[src/rtl/tsp_pkg.sv]
package tsp_pkg;

  localparam int unsigned TickRateHz  = 10000;
  localparam int unsigned MaxStepRate = 5000;

  localparam logic [15:0] DecelCap   = 16'(TickRateHz / 10);
  localparam logic [15:0] ShortReset = 16'(TickRateHz / 1000);
  localparam logic [23:0] MinSpeedFx = 24'(100 << 10);
  localparam logic [23:0] VelMax     = 24'hFF_FFFF;
  localparam logic [47:0] Floor2     = 48'(64'd10000 << 20);
  localparam logic [47:0] TickNum    = 48'(64'(TickRateHz) << 10);

  typedef enum logic [3:0] {
    K_TICK   = 4'd0,
    K_MOVE   = 4'd1,
    K_MOVETO = 4'd2,
    K_HOME   = 4'd3,
    K_STOP   = 4'd4,
    K_SSTOP  = 4'd5,
    K_SETPOS = 4'd6,
    K_ENA    = 4'd7,
    K_DIS    = 4'd8
  } kind_e;

  typedef enum logic [2:0] {
    PH_IDLE   = 3'd0,
    PH_ACCEL  = 3'd1,
    PH_CRUISE = 3'd2,
    PH_DECEL  = 3'd3,
    PH_HOMING = 3'd4
  } phase_e;

  typedef enum logic [1:0] {
    CFG_MAXV  = 2'd0,
    CFG_ACCEL = 2'd1,
    CFG_LIMP  = 2'd2,
    CFG_LIML  = 2'd3
  } cfg_e;

  // Datapath commands issued by the controller.
  typedef enum logic [3:0] {
    OP_NONE,
    OP_SQRT,      // root of operand register
    OP_DIV,       // divide num by den
    OP_MUL        // multiply a by b
  } op_e;

  typedef struct packed {
    logic        start;
    op_e         op;
    logic [47:0] a;
    logic [47:0] b;
  } dp_cmd_t;

  typedef struct packed {
    logic        done;
    logic [47:0] res;
  } dp_sts_t;

endpackage

[src/rtl/tsp_datapath.sv]
module tsp_datapath (
  input  logic             clk_i,
  input  logic             rst_ni,
  input  tsp_pkg::dp_cmd_t cmd_i,
  output tsp_pkg::dp_sts_t sts_o
);
  import tsp_pkg::*;

  // Shared iterative unit: square root bit by bit, one quotient bit per cycle
  // for divide, 16x48 partial products for multiply; no new command while busy.
  logic        busy_q, busy_d;
  op_e         op_q, op_d;
  logic [5:0]  cnt_q, cnt_d;
  logic [47:0] x_q, x_d, r_q, r_d, b_q, b_d;
  logic [95:0] p_q, p_d;
  logic        done_q, done_d;

  logic [48:0] trial;
  logic [47:0] sbit;
  logic [48:0] rem;
  logic [63:0] pp;

  always_comb begin
    busy_d = busy_q; op_d = op_q; cnt_d = cnt_q;
    x_d = x_q; r_d = r_q; b_d = b_q; p_d = p_q; done_d = 1'b0;
    sbit  = 48'd1 << {cnt_q[4:0], 1'b0};
    trial = {1'b0, r_q} + {1'b0, sbit};
    rem   = {p_q[47:0], x_q[47]};
    pp    = 64'(x_q[15:0]) * 64'(b_q[47:0]);
    if (!busy_q) begin
      if (cmd_i.start) begin
        busy_d = 1'b1;
        op_d   = cmd_i.op;
        x_d    = cmd_i.a;
        b_d    = cmd_i.b;
        r_d    = '0;
        p_d    = '0;
        unique case (cmd_i.op)
          OP_SQRT: cnt_d = 6'd23;
          OP_DIV:  cnt_d = 6'd47;
          OP_MUL:  cnt_d = 6'd2;
          default: cnt_d = 6'd0;
        endcase
      end
    end else begin
      unique case (op_q)
        OP_SQRT: begin
          if ({1'b0, x_q} >= trial) begin
            x_d = x_q - trial[47:0];
            r_d = (r_q >> 1) + sbit;
          end else begin
            r_d = r_q >> 1;
          end
        end
        OP_DIV: begin
          x_d = x_q << 1;
          if (rem >= {1'b0, b_q}) begin
            p_d[47:0] = 48'(rem - {1'b0, b_q});
            r_d = {r_q[46:0], 1'b1};
          end else begin
            p_d[47:0] = rem[47:0];
            r_d = {r_q[46:0], 1'b0};
          end
        end
        OP_MUL: begin
          p_d = p_q + (96'(pp) << {cnt_q[1:0] == 2'd2 ? 6'd0 :
                 cnt_q[1:0] == 2'd1 ? 6'd16 : 6'd32});
          x_d = x_q >> 16;
          if (cnt_q == 6'd0) r_d = p_d[47:0];
        end
        default: ;
      endcase
      if (cnt_q == 6'd0) begin
        busy_d = 1'b0; done_d = 1'b1;
        if (op_q == OP_MUL) r_d = p_d[47:0];
      end else begin
        cnt_d = cnt_q - 6'd1;
      end
    end
  end

  always_ff @(posedge clk_i or negedge rst_ni) begin
    if (!rst_ni) begin
      busy_q <= 1'b0; done_q <= 1'b0; op_q <= OP_NONE; cnt_q <= '0;
    end else begin
      busy_q <= busy_d; done_q <= done_d; op_q <= op_d; cnt_q <= cnt_d;
    end
  end

  always_ff @(posedge clk_i) begin
    x_q <= x_d; r_q <= r_d; b_q <= b_d; p_q <= p_d;
  end

  assign sts_o.done = done_q;
  assign sts_o.res  = r_q;

endmodule

[src/rtl/tsp_ctrl.sv]
module tsp_ctrl (
  input  logic               clk_i,
  input  logic               rst_ni,
  input  logic               in_valid_i,
  output logic               in_stall_o,
  input  logic [3:0]         kind_i,
  input  logic signed [31:0] amount_i,
  input  logic               limit_level_i,
  output logic               out_valid_o,
  input  logic               out_stall_i,
  output logic               step_pulse_o,
  output logic               dir_level_o,
  output logic               driver_enable_n_o,
  output logic signed [31:0] position_o,
  output logic [2:0]         motion_phase_o,
  output logic               home_found_o,
  input  logic               cfg_valid_i,
  output logic               cfg_ready_o,
  input  logic [1:0]         cfg_index_i,
  input  logic [15:0]        cfg_data_i,
  output tsp_pkg::dp_cmd_t   cmd_o,
  input  tsp_pkg::dp_sts_t   sts_i
);
  import tsp_pkg::*;

  typedef enum logic [4:0] {
    S_IDLE, S_DECODE,
    S_MV_MUL, S_MV_DIV, S_MV_SQ, S_MV_IV, S_MV_END,
    S_HM_DIV,
    S_SS_MUL, S_SS_DIV,
    S_UP_MUL, S_UP_SQ, S_UP_IV, S_UP_END,
    S_CF_DIV,
    S_OUT
  } state_e;

  state_e      st_q;
  logic        busy_q;
  logic [3:0]  kind_q;
  logic [31:0] amt_q;
  logic        lvl_q;

  logic [15:0] maxv_q, accel_q, short_q;
  logic        limp_q, liml_q;
  phase_e      ph_q;
  logic        ena_q, neg_q;
  logic [31:0] pos_q, left_q, done_q, alen_q, clen_q, mag_q;
  logic [23:0] vel_q;
  logic [15:0] ivl_q, cnt_q;
  logic        pulse_q, found_q, is_acc_q;

  logic        ov_q;
  logic        rp_q, rdir_q, ren_q, rfd_q;
  logic [31:0] rpos_q;
  logic [2:0]  rph_q;

  logic [31:0] steps, mag;
  logic [16:0] two_a;
  logic [47:0] res;
  logic [15:0] cw, iv16;
  logic [47:0] sub;

  assign res   = sts_i.res;
  assign two_a = {accel_q, 1'b0};
  assign steps = (kind_q == K_MOVETO) ? amt_q - pos_q : amt_q;
  assign mag   = steps[31] ? 32'(0) - steps : steps;
  assign sub   = 48'(two_a) << 20;
  assign iv16  = (res > 48'hFFFF) ? 16'hFFFF : res[15:0];
  assign cw    = (cfg_data_i == 16'd0) ? 16'd1 :
                 (cfg_data_i > 16'(MaxStepRate)) ? 16'(MaxStepRate) : cfg_data_i;

  // a pending register write wins over a command
  assign in_stall_o  = busy_q || ov_q || (st_q != S_IDLE) || cfg_valid_i;
  assign cfg_ready_o = !busy_q && (st_q == S_IDLE);
  assign out_valid_o = ov_q;
  assign step_pulse_o = rp_q;
  assign dir_level_o  = rdir_q;
  assign driver_enable_n_o = ren_q;
  assign position_o   = rpos_q;
  assign motion_phase_o = rph_q;
  assign home_found_o = rfd_q;

  always_ff @(posedge clk_i or negedge rst_ni) begin
    if (!rst_ni) begin
      st_q <= S_IDLE; busy_q <= 1'b0; ov_q <= 1'b0;
      maxv_q <= 16'd1000; accel_q <= 16'd500; short_q <= ShortReset;
      limp_q <= 1'b0; liml_q <= 1'b0;
      ph_q <= PH_IDLE; ena_q <= 1'b0; neg_q <= 1'b0;
      pos_q <= '0; left_q <= '0; done_q <= '0; alen_q <= '0; clen_q <= '0;
      vel_q <= '0; ivl_q <= '0; cnt_q <= '0; mag_q <= '0;
      pulse_q <= 1'b0; found_q <= 1'b0; is_acc_q <= 1'b0;
      cmd_o <= '0;
      kind_q <= '0; amt_q <= '0; lvl_q <= 1'b0;
      rp_q <= 1'b0; rdir_q <= 1'b1; ren_q <= 1'b1; rfd_q <= 1'b0;
      rpos_q <= '0; rph_q <= '0;
    end else begin
      // start is a one-cycle strobe; a new command never follows it directly
      if (cmd_o.start) cmd_o.start <= 1'b0;
      if (ov_q && !out_stall_i) ov_q <= 1'b0;
      unique case (st_q)
        S_IDLE: begin
          if (cfg_valid_i && cfg_ready_o) begin
            unique case (cfg_e'(cfg_index_i))
              CFG_MAXV: begin
                maxv_q <= cw;
                cmd_o <= '{start: 1'b1, op: OP_DIV, a: 48'(TickRateHz), b: 48'(cw)};
                st_q <= S_CF_DIV;
              end
              CFG_ACCEL: accel_q <= (cfg_data_i == 16'd0) ? 16'd1 : cfg_data_i;
              CFG_LIMP:  limp_q <= cfg_data_i[0];
              CFG_LIML:  liml_q <= cfg_data_i[0];
              default: ;
            endcase
          end else if (in_valid_i && !in_stall_o) begin
            kind_q <= kind_i; amt_q <= amount_i; lvl_q <= limit_level_i;
            busy_q <= 1'b1; pulse_q <= 1'b0; found_q <= 1'b0;
            st_q <= S_DECODE;
          end
        end
        S_CF_DIV: if (sts_i.done) begin
          short_q <= (res == 48'd0) ? 16'd1 : iv16;
          st_q <= S_IDLE;
        end
        S_DECODE: begin
          state_e st_d;
          st_d = S_OUT;
          case (kind_q)
            K_TICK: if (ph_q != PH_IDLE) begin
              if (cnt_q != 16'd0) cnt_q <= cnt_q - 16'd1;
              else begin
                cnt_q <= ivl_q;
                if (ph_q == PH_HOMING && limp_q && lvl_q == liml_q) begin
                  ph_q <= PH_IDLE; pos_q <= '0; left_q <= '0; found_q <= 1'b1;
                end else begin
                  pulse_q <= 1'b1;
                  pos_q <= neg_q ? pos_q - 32'd1 : pos_q + 32'd1;
                  left_q <= left_q - 32'd1;
                  done_q <= done_q + 32'd1;
                  if (left_q == 32'd1) ph_q <= PH_IDLE;
                  else if (ph_q == PH_ACCEL || ph_q == PH_DECEL) begin
                    is_acc_q <= (ph_q == PH_ACCEL);
                    cmd_o <= '{start: 1'b1, op: OP_MUL, a: 48'(vel_q), b: 48'(vel_q)};
                    st_d = S_UP_MUL;
                  end else if (ph_q == PH_CRUISE) begin
                    if (33'(done_q) + 33'd1 >= 33'(alen_q) + 33'(clen_q)) ph_q <= PH_DECEL;
                  end
                end
              end
            end
            K_MOVE, K_MOVETO: if (steps != 32'd0 && ena_q) begin
              neg_q <= steps[31];
              mag_q <= mag; left_q <= mag;
              cmd_o <= '{start: 1'b1, op: OP_MUL, a: 48'(maxv_q), b: 48'(maxv_q)};
              st_d = S_MV_MUL;
            end
            K_HOME: if (ena_q && limp_q) begin
              neg_q <= !(amt_q != 32'd0 && !amt_q[31]);
              left_q <= 32'h7FFF_FFFF;
              cmd_o <= '{start: 1'b1, op: OP_DIV, a: 48'(TickRateHz),
                         b: (maxv_q[15:2] == 14'd0) ? 48'd1 : 48'(maxv_q[15:2])};
              st_d = S_HM_DIV;
            end
            K_STOP: begin ph_q <= PH_IDLE; left_q <= '0; end
            K_SSTOP: if (ph_q != PH_IDLE) begin
              cmd_o <= '{start: 1'b1, op: OP_MUL, a: 48'(vel_q), b: 48'(vel_q)};
              st_d = S_SS_MUL;
            end
            K_SETPOS: pos_q <= amt_q;
            K_ENA: ena_q <= 1'b1;
            K_DIS: begin ena_q <= 1'b0; ph_q <= PH_IDLE; end
            default: ;
          endcase
          st_q <= st_d;
        end
        S_HM_DIV: if (sts_i.done) begin
          ivl_q <= (iv16 < short_q) ? short_q : iv16;
          cnt_q <= (iv16 < short_q) ? short_q : iv16;
          ph_q <= PH_HOMING; st_q <= S_OUT;
        end
        S_SS_MUL: if (sts_i.done) begin
          // v^2 in Q.20 down to whole steps^2/s^2
          cmd_o <= '{start: 1'b1, op: OP_DIV, a: 48'(res[47:20]), b: 48'(two_a)};
          st_q <= S_SS_DIV;
        end
        S_SS_DIV: if (sts_i.done) begin
          if (res == 48'd0) begin ph_q <= PH_IDLE; left_q <= '0; end
          else begin
            left_q <= res[31:0]; clen_q <= '0; alen_q <= '0; ph_q <= PH_DECEL;
          end
          st_q <= S_OUT;
        end
        S_MV_MUL: if (sts_i.done) begin
          cmd_o <= '{start: 1'b1, op: OP_DIV, a: res, b: 48'(two_a)};
          st_q <= S_MV_DIV;
        end
        S_MV_DIV: if (sts_i.done) begin
          if ({res, 1'b0} >= 49'(mag_q)) begin
            alen_q <= mag_q >> 1; clen_q <= '0;
          end else begin
            alen_q <= res[31:0]; clen_q <= mag_q - {res[30:0], 1'b0};
          end
          cmd_o <= '{start: 1'b1, op: OP_SQRT, a: 48'(two_a) << 20, b: '0};
          st_q <= S_MV_SQ;
        end
        S_MV_SQ: if (sts_i.done) begin
          vel_q <= (res < 48'(MinSpeedFx)) ? MinSpeedFx : res[23:0];
          cmd_o <= '{start: 1'b1, op: OP_DIV, a: TickNum,
                     b: (res < 48'(MinSpeedFx)) ? 48'(MinSpeedFx) : res};
          st_q <= S_MV_IV;
        end
        S_MV_IV: if (sts_i.done) begin
          ivl_q <= (iv16 < short_q) ? short_q : iv16;
          cnt_q <= (iv16 < short_q) ? short_q : iv16;
          done_q <= '0; ph_q <= PH_ACCEL; st_q <= S_OUT;
        end
        S_UP_MUL: if (sts_i.done) begin
          if (is_acc_q) begin
            cmd_o <= '{start: 1'b1, op: OP_SQRT, a: res + sub, b: '0};
            st_q <= S_UP_SQ;
          end else if (res < sub || res - sub < Floor2) begin
            vel_q <= MinSpeedFx;
            cmd_o <= '{start: 1'b1, op: OP_DIV, a: TickNum, b: 48'(MinSpeedFx)};
            st_q <= S_UP_IV;
          end else begin
            cmd_o <= '{start: 1'b1, op: OP_SQRT, a: res - sub, b: '0};
            st_q <= S_UP_SQ;
          end
        end
        S_UP_SQ: if (sts_i.done) begin
          logic [47:0] cap, v;
          cap = 48'(maxv_q) << 10;
          v = (res > 48'(VelMax)) ? 48'(VelMax) : res;
          if (is_acc_q && v > cap) v = cap;
          vel_q <= v[23:0];
          cmd_o <= '{start: 1'b1, op: OP_DIV, a: TickNum, b: v};
          st_q <= S_UP_IV;
        end
        S_UP_IV: if (sts_i.done) begin
          if (is_acc_q) begin
            ivl_q <= (iv16 < short_q) ? short_q : iv16;
            if (done_q >= alen_q) ph_q <= (clen_q != 32'd0) ? PH_CRUISE : PH_DECEL;
          end else begin
            ivl_q <= (iv16 > DecelCap) ? DecelCap : iv16;
          end
          st_q <= S_OUT;
        end
        S_OUT: begin
          ov_q <= 1'b1; busy_q <= 1'b0;
          rp_q <= pulse_q; rdir_q <= !neg_q; ren_q <= !ena_q;
          rpos_q <= pos_q; rph_q <= ph_q; rfd_q <= found_q;
          st_q <= S_IDLE;
        end
        default: st_q <= S_IDLE;
      endcase
    end
  end

endmodule

[src/rtl/trapezoid_stepper_profile_unit.sv]
// Trapezoidal stepper motion profile unit.
// Input channel: in_valid_i / in_stall_o carries one command transaction
// (kind, amount, limit_level). Every input transaction produces exactly one
// result transaction on out_valid_o / out_stall_i (step pulse, direction,
// driver enable, position, motion phase, home found).
// Config channel: cfg_valid_i / cfg_ready_o with a register index and data;
// write it only while no command is in flight. A pending write stalls input.
// A max velocity write holds cfg_ready_o low for one divide.
// A command without arithmetic goes from decode straight to the output
// state. Others run on the shared iterative unit: a step that updates
// speed takes a multiply, a root and a divide (a multiply and a divide when
// deceleration hits the speed floor), a smooth stop a multiply and a divide,
// a homing start one divide, a move start a multiply, a divide, a root and
// a divide. One command is in flight at a time; the next one can be taken,
// at the earliest, in the cycle after the result transaction.
// Reset: registers return to max velocity 1000, acceleration 500, no limit
// switch, driver disabled, idle at position 0.
// A stalled receiver holds the result and blocks new commands.
module trapezoid_stepper_profile_unit (
  input  logic               clk_i,
  input  logic               rst_ni,
  input  logic               in_valid_i,
  output logic               in_stall_o,
  input  logic [3:0]         kind_i,
  input  logic signed [31:0] amount_i,
  input  logic               limit_level_i,
  output logic               out_valid_o,
  input  logic               out_stall_i,
  output logic               step_pulse_o,
  output logic               dir_level_o,
  output logic               driver_enable_n_o,
  output logic signed [31:0] position_o,
  output logic [2:0]         motion_phase_o,
  output logic               home_found_o,
  input  logic               cfg_valid_i,
  output logic               cfg_ready_o,
  input  logic [1:0]         cfg_index_i,
  input  logic [15:0]        cfg_data_i
);
  import tsp_pkg::*;

  dp_cmd_t cmd;  // controller to arithmetic unit
  dp_sts_t sts;  // completion and result

  tsp_ctrl u_ctrl (
    .clk_i, .rst_ni, .in_valid_i, .in_stall_o, .kind_i, .amount_i,
    .limit_level_i, .out_valid_o, .out_stall_i, .step_pulse_o, .dir_level_o,
    .driver_enable_n_o, .position_o, .motion_phase_o, .home_found_o,
    .cfg_valid_i, .cfg_ready_o, .cfg_index_i, .cfg_data_i,
    .cmd_o(cmd), .sts_i(sts)
  );

  tsp_datapath u_dp (
    .clk_i, .rst_ni, .cmd_i(cmd), .sts_o(sts)
  );

endmodule
[config.mk]
export PLATFORM = sky130hd
export DESIGN_NAME = trapezoid_stepper_profile_unit
export DESIGN_NICKNAME = d
export VERILOG_FILES = /design/src/rtl/tsp_pkg.sv /design/src/rtl/tsp_datapath.sv /design/src/rtl/tsp_ctrl.sv /design/src/rtl/trapezoid_stepper_profile_unit.sv
export SDC_FILE = /design/constraint.sdc
export NUM_CORES = 2
export LEC_CHECK = 0
export ABC_AREA = 1
export BUFFER_PORTS_ARGS = -buffer_cell sky130_fd_sc_hd__buf_4
export CORE_ASPECT_RATIO = 2
export CORE_UTILIZATION = 51
export CTS_CLUSTER_DIAMETER = 30
export DETAILED_ROUTE_END_ITERATION = 10
export MAX_ROUTING_LAYER = met4
export PLACE_DENSITY = 0.78
export SLEW_MARGIN = 15
export SYNTH_ARGS = -nofsm -noshare
export SYNTH_HDL_FRONTEND = slang
export SYNTH_SLANG_ARGS = --single-unit
[constraint.sdc]
create_clock -name clk_i -period 12 [get_ports clk_i]
set_clock_uncertainty 0.2 [all_clocks]
set_input_delay 1.2 -clock clk_i [delete_from_list [all_inputs] [get_ports clk_i]]
set_output_delay 1.2 -clock clk_i [all_outputs]
set_load 0.05 [all_outputs]
==> results of run 1 <==
logic make-up after synthesis:
group                      count (synthesis)  synth area share (%)
muxes                                      1                0.0120
and+or+nand+nor                         5167                  25.3
AOI/OAI and AO/OA                       2396                  16.2
buffers and inverters                   2618                  11.9
other                                      1               0.00448
DFF                                      689                  21.8
xor gates and xnor gates                 314                  3.29
adders and majority gates               1111                  21.4
synthesized netlist by cell type, drive strengths merged, types with 3 or more instances:
library cell | n | share of area, %
a2111oi | 7 | 0.082
a211oi | 10 | 0.090
a21boi | 21 | 0.19
a21o | 43 | 0.39
a21oi | 834 | 5.0
a221oi | 11 | 0.12
a22oi | 67 | 0.60
a31o | 5 | 0.052
a31oi | 149 | 1.1
a41oi | 4 | 0.042
and2 | 7 | 0.052
and3 | 10 | 0.075
buf | 127 | 0.77
clkbuf | 343 | 1.5
clkinv | 22 | 0.099
dfrtp | 481 | 14
dfstp | 16 | 0.50
edfxtp | 192 | 6.9
fa | 537 | 13
ha | 574 | 8.6
inv | 2126 | 9.5
nand2 | 3228 | 15
nand3 | 526 | 3.2
nand3b | 26 | 0.23
nand4 | 149 | 1.1
nor2 | 990 | 4.5
nor3 | 104 | 0.64
nor4 | 66 | 0.50
o2111ai | 23 | 0.24
o211ai | 125 | 1.1
o21a | 41 | 0.37
o21ai | 889 | 5.4
o21bai | 29 | 0.26
o221ai | 27 | 0.28
o22ai | 73 | 0.55
o311ai | 4 | 0.042
o31ai | 18 | 0.16
o32ai | 4 | 0.042
o41ai | 3 | 0.031
or2 | 56 | 0.42
xnor2 | 106 | 1.1
xor2 | 208 | 2.2
metrics by stage:
step,instances,hold WS (ps)
floorplan,12300,225
global placement,14300,231
detailed placement,14300,234
CTS,14500,229
per-layer routing:
layer  overflow  track usage [%]
met5          -                -
met2        165             89.2
met1          0             59.3
met4         77             69.9
met3          1             33.4
==> results.toml, run 1 <==
[clocking]
clock_path_buffers = 3
cts-resized-gates = 0
cts_root_buffer = "clkbuf_16"
cts_hold_buf = 0
cts.sinks = 689
cts_setup_buffers = 0
cts_buffers = 114
cts.htree.levels = 3

[synthesis]
ys_seq_area_share_pct = 21.8
synth-seq-cells = 689
synth-edff-count = 192
syn_inst = 12300
synth_warnings = 0
netlist_area_um2 = 83700
synth_ff_type = "dfrtp_1"
avgSynthCellArea_um2 = 6.80
synthDistinctLibCells = 79
async_flop_share_pct = 72.1

[die]
ios = 102
die_w_um = 288
fp-row-count = 209
initial_core_util_pct = 51.5
fp.dieH_um = 575

[place]
dp_hpwl_um = 354000
pre_cts_ws_ps = 642
place_area_um2 = 86900
gp_congestion = 1.23
io_buffers = 101

[outcome]
error = "[ERROR GRT-0116] Global routing finished with congestion. Check the congestion regions in the DRC Viewer."
status = "aborted with a tool error"
failed_stage = "global routing (5_1_grt)"

[global_route]
globalRouteTotalUtil_pct = 64.0
grt_pass1_wl_um = 748000
overflow = 243
grt_pass1_vias = 102000
grt_max_degree = 146
==> run 2, diff against run 1 <==
--- a/config.mk
+++ b/config.mk
@@ -7,12 +7,9 @@
 export LEC_CHECK = 0
 export ABC_AREA = 1
 export BUFFER_PORTS_ARGS = -buffer_cell sky130_fd_sc_hd__buf_4
-export CORE_ASPECT_RATIO = 2
-export CORE_UTILIZATION = 51
-export CTS_CLUSTER_DIAMETER = 30
+export CORE_UTILIZATION = 36
 export DETAILED_ROUTE_END_ITERATION = 10
-export MAX_ROUTING_LAYER = met4
-export PLACE_DENSITY = 0.78
+export PLACE_DENSITY_LB_ADDON = 0.15
 export SLEW_MARGIN = 15
 export SYNTH_ARGS = -nofsm -noshare
 export SYNTH_HDL_FRONTEND = slang
==> results.toml, run 2 <==
[die]
ios = 102
fp.dieH_um = 484
die_area_um2 = 234000
fp-row-count = 176
initial_core_util_pct = 36.3
fp.coreArea_um2 = 231000
die_w_um = 484

[synthesis]
synth_top_area_share_pct = 14.4
avgSynthCellArea_um2 = 6.80
async_flop_share_pct = 72.1
synthTopCellsByArea = "nand2_1, dfrtp_1, fa_1"
synth_ff_type = "dfrtp_1"
synthDistinctLibCells = 79
syn_inst = 12300
synth_warnings = 0
yosys-top-cells-count = "nand2_1, inv_1, nor2_1, o21ai_0, a21oi_1"
synthMostInstantiatedCell = "nand2_1"
ys_seq_area_share_pct = 21.8
synth-seq-cells = 689
netlist_area_um2 = 83700
synth_top_area_cell = "nand2_1"
synth-edff-count = 192

[sta]
tns_ps = 0
rsz0062_at_grt = "no"
whs_ps = 246
slew_headroom_pct = 11.1
finalSetupViolCount = 0
hold_viol_final = 0
worst_slew_pin_slew_ps = 1330
maxSlewViolCount = 0
fmax_mhz = 97.4
postLayoutSetupSlackWorst_ps = 1730
min_period_over_period_pct = 85.6
fin_crit_ps = 10270

[power_and_ir_drop]
combPwrFrac_pct = 1.2
switching_share_pct = 24.0
intPower_mw = 4.21
power.density_nw_per_um2 = 60.8
p_clk_share_pct = 55.4
worst_ir_drop_vdd_uv = 108
pwr-share-seq_pct = 43.4
p_leak_nw = 46.7
p_switching_mw = 1.33

[routing]
drc_errors = 0
viasPerCell = 5.57
drt_pass1_iterations = 6
drt_iter0_markers = 8495
postRouteAntennaNets = 0
wl_per_cell_um = 25.6
vias = 85400
totalWireLength_um = 393000

[place]
dp.cells = 15100
dp_hpwl_um = 316000
io_buffers = 101
gp_congestion = 1.03
place_area_um2 = 87900
pre_cts_ws_ps = 1910

[global_route]
grt_pass1_vias = 82600
globalRouteTotalUtil_pct = 32.8
grt_pass1_wl_um = 569000
antenna_found_initial = 20
grt_max_degree = 137
overflow = 0

[critical_path]
worst-path-max-fanout = 31
cp.arrival_ps = 10660
cp_slowest_stage_delay_ps = 710
worst-endpoint-required_ps = 12390
critPathKind = "reg -> reg"
worst_setup_path_start_kind = "flip-flop"
endpoint_kind = "flip-flop"
cpMaxStageDelayCell = "edfxtp_1"

[outcome]
status = "complete, no violations"

[clocking]
cts.clk_slew.worst_paths_ps = 60
cts_buffers = 96
cts.sinks = 689
cts_hold_buf = 0
cts_root_buffer = "clkbuf_16"
cts_tree = "done"
worst_skew_pair.late_latency_ps = 780
clock_path_buffers = 3
cts.htree.levels = 3
cts-resized-gates = 0
cts_setup_buffers = 0

[final_layout]
layout_commonest_cell = "nand2_1"
fin_cells = 15300
stdcell_area_um2 = 91200
largest_reg_flops = 99
area_delta_synth_final_pct = 8.98
final_cell_mix = "nand2_1, inv_1, nor2_1, o21ai_0, a21oi_1"
final_nets = 13400
fillCellCount = 24600
drive_gt1_share_pct = 4.92
top_register = "u_ctrl.cmd_o"

[hold_path]
hold_path.class = "reg -> reg"

[flow_run]
max_cap_viol_count = 0
==> run 2: cells by family after synthesis <==
family,count (synthesis),share of synthesized area [%]
AOI/OAI and AO/OA,2396,16.2
buffers and inverters,2618,11.9
other,1,0.00448
muxes,1,0.0120
and+or+nand+nor,5167,25.3
xor gates and xnor gates,314,3.29
DFF,689,21.8
adders and majority gates,1111,21.4
==> run 2: layout make-up <==
class | count | area, um2 | share of cell area (%)
diodes | 8 | 20.0 | 0.0220
clock buffers | 139 | 2820 | 3.09
clock inverters | 40 | 483 | 0.530
inverters | 2148 | 8070 | 8.85
multi-input cells | 8991 | 55600 | 60.9
flip-flops and latches | 689 | 18200 | 20.0
well taps | 3026 | 3790 | 4.15
repair buffers | 288 | 2210 | 2.42
==> run 2: worst max-delay path, delay by kind of cell, from the launching register on <==
family,cells,cell delay (ps)
buffers and inverters,9,990
XOR/XNOR,1,200
AND/OR/NAND/NOR,9,990
adder cells (fa/ha/maj),8,3910
AO/OA/AOI/OAI,16,3090
flip-flops,1,710
==> run 2: stage by stage <==
step                total power, mW  utilization (%)
finish                         5.54             39.5
global route                   5.67             39.5
CTS                            5.59             39.5
detailed placement             2.51             38.1
global placement               2.51             38.1
floorplan                      2.45                -
==> run 2: power by group through the flow <==
stage / registers (mW) / clock network (mW) / logic, mW
2_1_floorplan: 2.45 / 0 / 0.00250
3_3_place_gp: 2.45 / 0 / 0.0663
3_5_place_dp: 2.45 / 0 / 0.0668
4_1_cts: 2.40 / 3.12 / 0.0669
5_1_grt: 2.40 / 3.20 / 0.0721
6_report: 2.40 / 3.07 / 0.0648
==> run 2: path summary, 6_finish.rpt <==
| check | start | endpoint | slack, ps | depth (start not counted) |
|---|---|---|---|---|
| max in group asynchronous | rst_ni | u_dp.op_q[1]$_DFFE_PN0P_ | 9150 | 3 |
| min | u_ctrl.cmd_o[29]$_DFFE_PN0P_ | u_dp.b_q[29]$_DFFE_PP_ | 250 | 0 |
| min in group asynchronous | rst_ni | u_ctrl.ivl_q[4]$_DFFE_PN0P_ | 260 | 1 |
| max reg2reg | u_dp.x_q[6]$_DFFE_PP_ | u_dp.r_q[41]$_SDFFCE_PN0P_ | 1730 | 43 |
| max | u_dp.x_q[6]$_DFFE_PP_ | u_dp.r_q[41]$_SDFFCE_PN0P_ | 1730 | 43 |
| min reg2reg | u_ctrl.cmd_o[29]$_DFFE_PN0P_ | u_dp.b_q[29]$_DFFE_PP_ | 250 | 0 |
==> run 2: per-layer routing <==
metal / wire [um] / part of all wire [%] / GRT usage (%) / up-vias
met5: 80 / 0.020 / 0 / -
met4: 24200 / 6.1 / 17.7 / 12
met3: 29400 / 7.5 / 5.36 / 758
met2: 178000 / 45 / 53.0 / 3586
met1: 161000 / 41 / 41.7 / 41600
li1: - / - / - / 39400
(Power assumes the default switching activity.)
